**src/rtl/tmfi_pkg.sv**
```systemverilog
// Shared types, constants and the reading decode for the fan integrator.
// Used by tmfi_track, tmfi_loop and temperature_max_fan_integrator.
package tmfi_pkg;

  // Number of sensors; the last index is the local board sensor.
  localparam int NumSensors = 8;
  // Fan level to duty right shift.
  localparam int DutyShift = 2;

  localparam int TempW  = 10;  // half-degree temperatures and errors
  localparam int TargW  = 9;
  localparam int LevelW = 10;
  localparam int DutyW  = 8;
  localparam int IdxW   = 3;
  localparam int CfgW   = 10;

  localparam logic [LevelW-1:0] LevelReset    = 10'd400;
  localparam logic [LevelW-1:0] MaxLevelReset = 10'd400;
  localparam logic signed [TargW-1:0] TargetReset = 9'sd54;
  localparam logic signed [TempW-1:0] LocalReset  = 10'sd44;

  // Item op codes
  localparam logic OpReading = 1'b0;
  localparam logic OpTick    = 1'b1;

  // Configuration register indexes
  localparam logic CfgTarget   = 1'b0;
  localparam logic CfgMaxLevel = 1'b1;

  typedef struct packed {
    logic                    op;
    logic [IdxW-1:0]         idx;
    logic signed [7:0]       whole;
    logic                    half;
    logic                    err;
  } item_t;

  typedef struct packed {
    logic  fire;   // input register advances this cycle
    item_t item;
  } step_t;

  // Whole degrees plus half flag to half degrees, range -257..255.
  function automatic logic signed [TempW-1:0] decode_half(
    input logic signed [7:0] whole,
    input logic              half
  );
    logic signed [TempW-1:0] t;
    t = {whole[7], whole, 1'b0};
    if (half && !whole[7] && (whole != 8'sd0)) begin
      t = t + 10'sd1;
    end else if (!half && whole[7]) begin
      t = t - 10'sd1;
    end
    return t;
  endfunction

endpackage

```
**src/rtl/temperature_max_fan_integrator.sv**
```systemverilog
// Top level of the max-temperature fan integrator: input register, config
// registers, tracker and integrator. Depends on tmfi_pkg, tmfi_track, tmfi_loop.
//
// Accepts one item per clock while in_stall_o is low. A reading updates the round
// maximum (remote sensors) or the local temperature (last sensor) in the cycle
// after its transfer; an end-of-round tick loads its result from the input
// register into the output register once that register is free, and the result
// is held there until taken. in_stall_o rises only while a tick sits in the
// input register and the output register still holds an untaken result, so
// the single output register sets the rate under back pressure.
// Configuration writes take effect at the next edge.
module temperature_max_fan_integrator import tmfi_pkg::*; (
  input  logic                    clk_i,
  input  logic                    rst_ni,
  input  logic                    in_valid_i,
  output logic                    in_stall_o,
  input  logic                    op_i,
  input  logic [IdxW-1:0]         sensor_index_i,
  input  logic signed [7:0]       temp_whole_i,
  input  logic                    half_bit_i,
  input  logic                    read_error_i,
  output logic                    out_valid_o,
  input  logic                    out_stall_i,
  output logic [DutyW-1:0]        fan_duty_o,
  output logic                    fan_off_o,
  output logic signed [TempW-1:0] used_temp_half_o,
  output logic signed [TempW-1:0] temp_error_half_o,
  input  logic                    cfg_we_i,
  input  logic                    cfg_index_i,
  input  logic [CfgW-1:0]         cfg_data_i
);

  item_t                   s1_item_q;
  logic                    s1_valid_q, s1_valid_d;
  logic signed [TargW-1:0] target_q;
  logic [LevelW-1:0]       max_level_q;
  logic                    in_xfer, s1_fire, tick_fire, out_take;
  step_t                   step;
  logic signed [TempW-1:0] used_half;

  assign out_take   = out_valid_o & ~out_stall_i;
  // Hold a tick while the output register is still occupied.
  assign in_stall_o = s1_valid_q & (s1_item_q.op == OpTick) & out_valid_o & out_stall_i;
  assign in_xfer    = in_valid_i & ~in_stall_o;
  assign s1_fire    = s1_valid_q & ~in_stall_o;
  assign tick_fire  = s1_fire & (s1_item_q.op == OpTick);

  always_comb begin
    s1_valid_d = s1_valid_q;
    if (in_xfer) begin
      s1_valid_d = 1'b1;
    end else if (s1_fire) begin
      s1_valid_d = 1'b0;
    end
  end

  always_ff @(posedge clk_i or negedge rst_ni) begin
    if (!rst_ni) begin
      s1_valid_q  <= 1'b0;
      target_q    <= TargetReset;
      max_level_q <= MaxLevelReset;
    end else begin
      s1_valid_q <= s1_valid_d;
      if (cfg_we_i) begin
        case (cfg_index_i)
          CfgTarget:   target_q    <= cfg_data_i[TargW-1:0];
          CfgMaxLevel: max_level_q <= cfg_data_i[LevelW-1:0];
          default:     ;
        endcase
      end
    end
  end

  always_ff @(posedge clk_i) begin
    if (in_xfer) begin
      s1_item_q.op    <= op_i;
      s1_item_q.idx   <= sensor_index_i;
      s1_item_q.whole <= temp_whole_i;
      s1_item_q.half  <= half_bit_i;
      s1_item_q.err   <= read_error_i;
    end
  end

  assign step = {s1_fire, s1_item_q};

  tmfi_track u_track (
    .clk_i       (clk_i),
    .rst_ni      (rst_ni),
    .step_i      (step),
    .used_half_o (used_half)
  );

  tmfi_loop u_loop (
    .clk_i       (clk_i),
    .rst_ni      (rst_ni),
    .tick_i      (tick_fire),
    .out_take_i  (out_take),
    .used_half_i (used_half),
    .target_i    (target_q),
    .max_level_i (max_level_q),
    .out_valid_o (out_valid_o),
    .fan_duty_o  (fan_duty_o),
    .fan_off_o   (fan_off_o),
    .used_half_o (used_temp_half_o),
    .err_half_o  (temp_error_half_o)
  );

  // A tick never overwrites a result that is still waiting.
  assert property (@(posedge clk_i) disable iff (!rst_ni)
    tick_fire |-> !(out_valid_o && out_stall_i))
    else $error("tick loaded over a pending result");

  // A new result appears only after a tick left the input register.
  assert property (@(posedge clk_i) disable iff (!rst_ni)
    $rose(out_valid_o) |-> $past(tick_fire))
    else $error("result without a tick");

  // Stall only with a tick held in the input register.
  assert property (@(posedge clk_i) disable iff (!rst_ni)
    in_stall_o |-> (s1_valid_q && s1_item_q.op == OpTick))
    else $error("stall without a held tick");

  // Fan-off flag tracks the duty of the same result.
  assert property (@(posedge clk_i) disable iff (!rst_ni)
    out_valid_o |-> (fan_off_o == (fan_duty_o == '0)))
    else $error("fan_off disagrees with duty");

  // Reported temperature stays within the decode range.
  assert property (@(posedge clk_i) disable iff (!rst_ni)
    out_valid_o |-> (used_temp_half_o >= -10'sd257 && used_temp_half_o <= 10'sd255))
    else $error("used temperature out of range");

endmodule

```
**src/rtl/tmfi_track.sv**
```systemverilog
// Round maximum of remote readings and the stored local temperature.
// Depends on tmfi_pkg.
module tmfi_track import tmfi_pkg::*; (
  input  logic                    clk_i,
  input  logic                    rst_ni,
  input  step_t                   step_i,
  output logic signed [TempW-1:0] used_half_o
);

  localparam logic [4:0] LastIdx = 5'(NumSensors - 1);

  logic signed [TempW-1:0] round_max_q, round_max_d;
  logic                    max_valid_q, max_valid_d;
  logic signed [TempW-1:0] local_q, local_d;
  logic signed [TempW-1:0] temp_half;
  logic [4:0]              idx_ext;

  assign temp_half = decode_half(step_i.item.whole, step_i.item.half);
  assign idx_ext   = 5'(step_i.item.idx);

  always_comb begin
    round_max_d = round_max_q;
    max_valid_d = max_valid_q;
    local_d     = local_q;
    if (step_i.fire) begin
      if (step_i.item.op == OpTick) begin
        max_valid_d = 1'b0;
      end else if (!step_i.item.err) begin
        if (idx_ext < LastIdx) begin
          if (!max_valid_q || (temp_half > round_max_q)) begin
            round_max_d = temp_half;
            max_valid_d = 1'b1;
          end
        end else if (idx_ext == LastIdx) begin
          local_d = temp_half;
        end
      end
    end
  end

  always_ff @(posedge clk_i or negedge rst_ni) begin
    if (!rst_ni) begin
      round_max_q <= '0;
      max_valid_q <= 1'b0;
      local_q     <= LocalReset;
    end else begin
      round_max_q <= round_max_d;
      max_valid_q <= max_valid_d;
      local_q     <= local_d;
    end
  end

  // Fall back to the local sensor when no remote sensor reported this round.
  assign used_half_o = max_valid_q ? round_max_q : local_q;

endmodule

```
**src/rtl/tmfi_loop.sv**
```systemverilog
// Integrator, clamp and duty mapping, with the result register.
// Depends on tmfi_pkg.
module tmfi_loop import tmfi_pkg::*; (
  input  logic                    clk_i,
  input  logic                    rst_ni,
  input  logic                    tick_i,
  input  logic                    out_take_i,
  input  logic signed [TempW-1:0] used_half_i,
  input  logic signed [TargW-1:0] target_i,
  input  logic [LevelW-1:0]       max_level_i,
  output logic                    out_valid_o,
  output logic [DutyW-1:0]        fan_duty_o,
  output logic                    fan_off_o,
  output logic signed [TempW-1:0] used_half_o,
  output logic signed [TempW-1:0] err_half_o
);

  localparam int SumW = LevelW + 2;

  logic [LevelW-1:0]       level_q, level_d;
  logic                    out_valid_q, out_valid_d;
  logic [DutyW-1:0]        duty_q;
  logic                    off_q;
  logic signed [TempW-1:0] used_q, err_q;

  logic signed [TempW-1:0] err_half;
  logic signed [SumW-1:0]  sum;
  logic [LevelW-1:0]       shifted;
  logic [DutyW-1:0]        duty;

  assign err_half = used_half_i - TempW'(target_i);
  assign sum      = $signed({2'b00, level_q}) + SumW'(err_half);

  always_comb begin
    if (sum < 0) begin
      level_d = '0;
    end else if (sum > $signed({2'b00, max_level_i})) begin
      level_d = max_level_i;
    end else begin
      level_d = sum[LevelW-1:0];
    end
  end

  assign shifted = level_d >> DutyShift;
  assign duty    = (shifted > LevelW'(255)) ? 8'd255 : shifted[DutyW-1:0];

  always_comb begin
    out_valid_d = out_valid_q;
    if (tick_i) begin
      out_valid_d = 1'b1;
    end else if (out_take_i) begin
      out_valid_d = 1'b0;
    end
  end

  always_ff @(posedge clk_i or negedge rst_ni) begin
    if (!rst_ni) begin
      level_q     <= LevelReset;
      out_valid_q <= 1'b0;
    end else begin
      if (tick_i) begin
        level_q <= level_d;
      end
      out_valid_q <= out_valid_d;
    end
  end

  // Result payload: load on a tick only.
  always_ff @(posedge clk_i) begin
    if (tick_i) begin
      duty_q <= duty;
      off_q  <= (duty == '0);
      used_q <= used_half_i;
      err_q  <= err_half;
    end
  end

  assign out_valid_o = out_valid_q;
  assign fan_duty_o  = duty_q;
  assign fan_off_o   = off_q;
  assign used_half_o = used_q;
  assign err_half_o  = err_q;

endmodule
```
**config.mk**
```make
export PLATFORM = sky130hd
export DESIGN_NAME = temperature_max_fan_integrator
export DESIGN_NICKNAME = d
export VERILOG_FILES = /design/src/rtl/tmfi_pkg.sv /design/src/rtl/temperature_max_fan_integrator.sv /design/src/rtl/tmfi_track.sv /design/src/rtl/tmfi_loop.sv
export SDC_FILE = /design/constraint.sdc
export NUM_CORES = 1
export LEC_CHECK = 0
export BUFFER_PORTS_ARGS = -buffer_cell sky130_fd_sc_hd__clkbuf_2
export CAP_MARGIN = 10
export CELL_PAD_IN_SITES_DETAIL_PLACEMENT = 0
export CELL_PAD_IN_SITES_GLOBAL_PLACEMENT = 1
export CORE_MARGIN = 2
export CORE_UTILIZATION = 35
export DETAILED_ROUTE_END_ITERATION = 7
export PLACE_DENSITY_LB_ADDON = 0.25
export SETUP_SLACK_MARGIN = 0.05
export SLEW_MARGIN = 15
export SYNTH_ARGS = -nofsm -noshare
export SYNTH_HDL_FRONTEND = slang
export SYNTH_SLANG_ARGS = --single-unit
```
**constraint.sdc**
```tcl
create_clock -name clk_i -period 5.6 [get_ports clk_i]
set_clock_uncertainty 0.05 [all_clocks]
set_input_delay 0.28 -clock clk_i [delete_from_list [all_inputs] [get_ports clk_i]]
set_output_delay 0.28 -clock clk_i [all_outputs]
set_load 0.01 [all_outputs]
```
==> out/qor.json <==
{
  "setup.worst_path.class": {"value": "flop to flop"},
  "clk_pin_slew_worst_setup_hold_paths": {"value": 70, "unit": "ps"},
  "synth_seq_area_share": {"value": 50.2, "unit": "%"},
  "cpMostUsedCell": {"value": "sky130_fd_sc_hd__a21oi_2"},
  "fmax": {"value": 0.191, "unit": "GHz"},
  "synthDominantCellAreaShare": {"value": 24.8, "unit": "%"},
  "synth.cell_area": {"value": 5200, "unit": "um2"},
  "finalNonFillerCells": {"value": 704},
  "share_of_final_layout_standard_cells_stronger_than_drive_strength_1": {"value": 33.5, "unit": "%"},
  "worstPathArrival": {"value": 5250, "unit": "ps"},
  "setup.worst_path.start_class": {"value": "flop"},
  "post-synth-top-area-cell": {"value": "sky130_fd_sc_hd__edfxtp_1"},
  "timing.hold.ws": {"value": -5.40, "unit": "ps"},
  "synth.yosys.warnings": {"value": 0},
  "cellLeakagePower": {"value": 0.00276, "unit": "uW"},
  "start_util": {"value": 35.8, "unit": "%"},
  "fp.dieW": {"value": 126, "unit": "um"},
  "ir_worst_vdd": {"value": 0.350, "unit": "mV"},
  "ctsRootBufferMaster": {"value": "sky130_fd_sc_hd__clkbuf_16"},
  "netlist_top_cells_area": {"value": "sky130_fd_sc_hd__edfxtp_1 (25%), sky130_fd_sc_hd__dfrtp_1 (19%), sky130_fd_sc_hd__ha_1 (10%), sky130_fd_sc_hd__mux2_2 (8.7%), sky130_fd_sc_hd__dfstp_2 (6.6%)"},
  "antenna_cells": {"value": 0},
  "finish.instance_area": {"value": 6220, "unit": "um2"},
  "max_cap_violations": {"value": 0},
  "cellPowerDensity": {"value": 722, "unit": "nW/um2"},
  "asyncSetResetFlopFracSynth": {"value": 54.7, "unit": "%"},
  "first_global_vias": {"value": 3620},
  "layout-area-overhead-vs-synth": {"value": 19.6, "unit": "%"},
  "post_synth_num_cell_types": {"value": 51},
  "gpl.final_weighted_congestion": {"value": 0.846},
  "cts_tree": {"value": "yes"},
  "final_hold_viol_count": {"value": 3},
  "worstMarginPinSlew": {"value": 1030, "unit": "ps"},
  "synth_edf_count": {"value": 43},
  "cts_hold_buf": {"value": 0},
  "remaining_drc_errors": {"value": 0},
  "die_area": {"value": 15900, "unit": "um2"},
  "crit_path_top_delay_cell": {"value": "sky130_fd_sc_hd__dfrtp_2"},
  "tritoncts_num_sinks": {"value": 95},
  "routed_wire_length_per_instance": {"value": 15.9, "unit": "um"},
  "die_h": {"value": 126, "unit": "um"},
  "ant_nets": {"value": 0},
  "buffers_from_clock_root_to_sink_at_most": {"value": 2},
  "syn_avg_cell_area": {"value": 11.8, "unit": "um2"},
  "first_iter_violations": {"value": 130},
  "largest_driver_fanout_on_the_critical_path": {"value": 6},
  "detailedPlacementHpwl": {"value": 8.66, "unit": "mm"},
  "timing.critical_path.required": {"value": 5630, "unit": "ps"},
  "violations": {"value": "negative hold slack"},
  "final-max-slew-violation-count": {"value": 0},
  "dpl-instance-area": {"value": 5750, "unit": "um2"},
  "status": {"value": "finished with violations"},
  "crit_start": {"value": "u_track.max_valid_q$_DFFE_PN0P_"},
  "postSynth.topFlopCell": {"value": "sky130_fd_sc_hd__edfxtp_1"},
  "rr_startpoint": {"value": "u_track.max_valid_q$_DFFE_PN0P_"},
  "port-buffer-count": {"value": 60},
  "design.core.area": {"value": 14500, "unit": "um2"},
  "floorplan.io_pins": {"value": 61},
  "layout_min_cycle_time": {"value": 5220, "unit": "ps"},
  "critPathCaptureType": {"value": "flop"},
  "finalSetupViolCount": {"value": 0},
  "synth_cells": {"value": 439},
  "htree_num_levels": {"value": 3},
  "max_stage_delay": {"value": 450, "unit": "ps"},
  "detailroute.via_count": {"value": 3491},
  "wire_length_of_the_first_global_routing_pass": {"value": 18.4, "unit": "mm"},
  "post-route-period-util": {"value": 93.3, "unit": "%"},
  "tns": {"value": 0, "unit": "ps"},
  "hold_class": {"value": "input pin to async pin"},
  "placedCellCount": {"value": 682},
  "max_slew_margin": {"value": 30.8, "unit": "%"},
  "clock_latency": {"value": 350, "unit": "ps"},
  "postSynthRegisterBits": {"value": 95},
  "firstDrtPassIters": {"value": 4},
  "grt.total_usage": {"value": 14.9, "unit": "%"},
  "grt_antenna_before_repair": {"value": 0},
  "num-nets-final": {"value": 590},
  "syn-num-nets": {"value": 514},
  "placementRows": {"value": 44},
  "route.detailed.vias_per_inst": {"value": 4.96},
  "routed_wirelength": {"value": 11.2, "unit": "mm"},
  "cts-buffers-inserted": {"value": 9},
  "grt_start_max_net_pins": {"value": 53},
  "grt_setup_unrepaired": {"value": "false"},
  "global_route.overflow_total": {"value": 0}
}
[cell usage after synthesis, types with 4 or more instances]
cell type                  count
sky130_fd_sc_hd__o21ai_1       6
sky130_fd_sc_hd__xnor2_1      14
sky130_fd_sc_hd__clkbuf_1      4
sky130_fd_sc_hd__ha_1         43
sky130_fd_sc_hd__xor2_1        7
sky130_fd_sc_hd__nand2_1      32
sky130_fd_sc_hd__nor3_1        6
sky130_fd_sc_hd__a21oi_1      20
sky130_fd_sc_hd__nor2_1       16
sky130_fd_sc_hd__o21ai_0      18
sky130_fd_sc_hd__edfxtp_1     43
sky130_fd_sc_hd__mux2_1        5
sky130_fd_sc_hd__mux2i_1       5
sky130_fd_sc_hd__nand3_1       9
sky130_fd_sc_hd__inv_1        45
sky130_fd_sc_hd__nor2b_1       6
sky130_fd_sc_hd__o21a_1        6
sky130_fd_sc_hd__dfrtp_1      39
sky130_fd_sc_hd__dfstp_2      13
sky130_fd_sc_hd__nand4_1       5
sky130_fd_sc_hd__nand2b_1      4
sky130_fd_sc_hd__o211ai_1      4
sky130_fd_sc_hd__a22o_4        8
sky130_fd_sc_hd__nor4_1        4
sky130_fd_sc_hd__mux2_2       40
[layout by cell type, fill, tap and decap left out, types with 3 or more instances in the layout]
cell / instances
sky130_fd_sc_hd__nand2b_1: 4
sky130_fd_sc_hd__o21ai_0: 14
sky130_fd_sc_hd__mux2i_1: 4
sky130_fd_sc_hd__nor2_1: 15
sky130_fd_sc_hd__a21oi_1: 15
sky130_fd_sc_hd__nor2b_1: 6
sky130_fd_sc_hd__xnor2_2: 6
sky130_fd_sc_hd__mux2_2: 39
sky130_fd_sc_hd__a21o_1: 3
sky130_fd_sc_hd__o21ai_1: 9
sky130_fd_sc_hd__a21oi_2: 5
sky130_fd_sc_hd__o21a_1: 6
sky130_fd_sc_hd__nand4_1: 5
sky130_fd_sc_hd__mux2_1: 5
sky130_fd_sc_hd__dfstp_2: 13
sky130_fd_sc_hd__nand2_1: 32
sky130_fd_sc_hd__nand3_1: 9
sky130_fd_sc_hd__a22o_4: 8
sky130_fd_sc_hd__dfrtp_1: 38
sky130_fd_sc_hd__nor4_1: 3
sky130_fd_sc_hd__clkbuf_2: 60
sky130_fd_sc_hd__xnor2_1: 9
sky130_fd_sc_hd__o211ai_1: 4
sky130_fd_sc_hd__nor3_1: 6
sky130_fd_sc_hd__xor2_1: 7
sky130_fd_sc_hd__clkbuf_16: 9
sky130_fd_sc_hd__and2_1: 3
sky130_fd_sc_hd__edfxtp_1: 43
sky130_fd_sc_hd__buf_4: 9
sky130_fd_sc_hd__ha_1: 42
sky130_fd_sc_hd__inv_1: 45
[path summary, 6_finish.rpt]
kind,slack (ps),endpoint,depth (start not counted)
setup / recovery,380,u_loop.fan_off_o$_DFFE_PP_,25
hold / removal,-5,max_level_q[2]$_DFFE_PN0P_,2
setup reg to reg,380,u_loop.fan_off_o$_DFFE_PP_,25
hold reg to reg,450,u_track.local_q[7]$_DFFE_PN0P_,1
max in group asynchronous,5000,u_track.max_valid_q$_DFFE_PN0P_,2
min in group clk_i,50,s1_item_q[0]$_DFFE_PP_,1
[through the flow]
step,hold WS [ps],setup slack [ps],total power (uW),util (%)
final,-5.40,377,4490,42.8
after detailed placement,409,-11.2,3540,39.5
after global routing,27.7,39.9,4860,42.8
after floorplan,-65.6,180,2920,-
after global placement,407,163,3500,39.5
after CTS,32.3,55.2,4200,41.6
[layer usage]
metal	part of all wire (%)	track usage, %
met1	43	18.0
met2	52	25.6
met3	3.6	4.29
met4	1.6	4.91
met5	0	0
[report_power, final]
group | switching (uW) | internal [uW]
clock network | 271 | 347
logic | 1460 | 1310
registers | 98.7 | 1000
[timing repair]
| action | 4_1_cts | 5_1_grt |
|---|---|---|
| endpoints found under the hold margin | 0 | 0 |
| pin swaps | 0 | 6 |
| endpoints found under the setup margin | 8 | 19 |
| setup buffers | 0 | 5 |
| gates cloned | 0 | 1 |
| gates resized for setup | 2 | 25 |
[area by class of cell]
| class | count | area, um2 |
|---|---|---|
| timing repair buffer | 72 | 407 |
| fill | 1394 | 8310 |
| sequential | 95 | 2610 |
| clock inverter | 7 | 72.6 |
| inverter | 46 | 173 |
| tap | 184 | 230 |
| multi-input combinational | 291 | 2500 |
| clock buffer | 9 | 225 |
[critical path: cells and delay by family, from the launching register on]
family | cells | cell delay (ps)
fa+ha+maj | 4 | 1280
buf+inv | 2 | 250
mux | 2 | 510
simple gates | 2 | 290
xor+xnor | 2 | 250
compound gates | 13 | 1890
flops | 1 | 450
[sequential cells by signal (all words and copies together), names as in the netlist]
name	flops
u_loop.fan_duty_o	8
target_q	9
u_track.max_valid_q	1
u_track.round_max_q	10
u_loop.out_valid_o	1
s1_item_q	14
u_track.local_q	10
u_loop.fan_off_o	1
max_level_q	10
s1_valid_q	1
u_loop.level_q	10
u_loop.err_half_o	10
u_loop.used_half_o	10
[logic make-up (layout without fill, tap and decap cells)]
| group | Yosys count | count (layout) | synth area share (%) |
|---|---|---|---|
| simple gates | 94 | 94 | 8.85 |
| buf+inv | 53 | 134 | 3.90 |
| xor+xnor | 22 | 22 | 3.85 |
| mux | 51 | 51 | 11.0 |
| flops | 95 | 95 | 50.2 |
| fa+ha+maj | 45 | 45 | 11.1 |
| compound gates | 79 | 79 | 11.2 |
(Power assumes the default switching activity.)
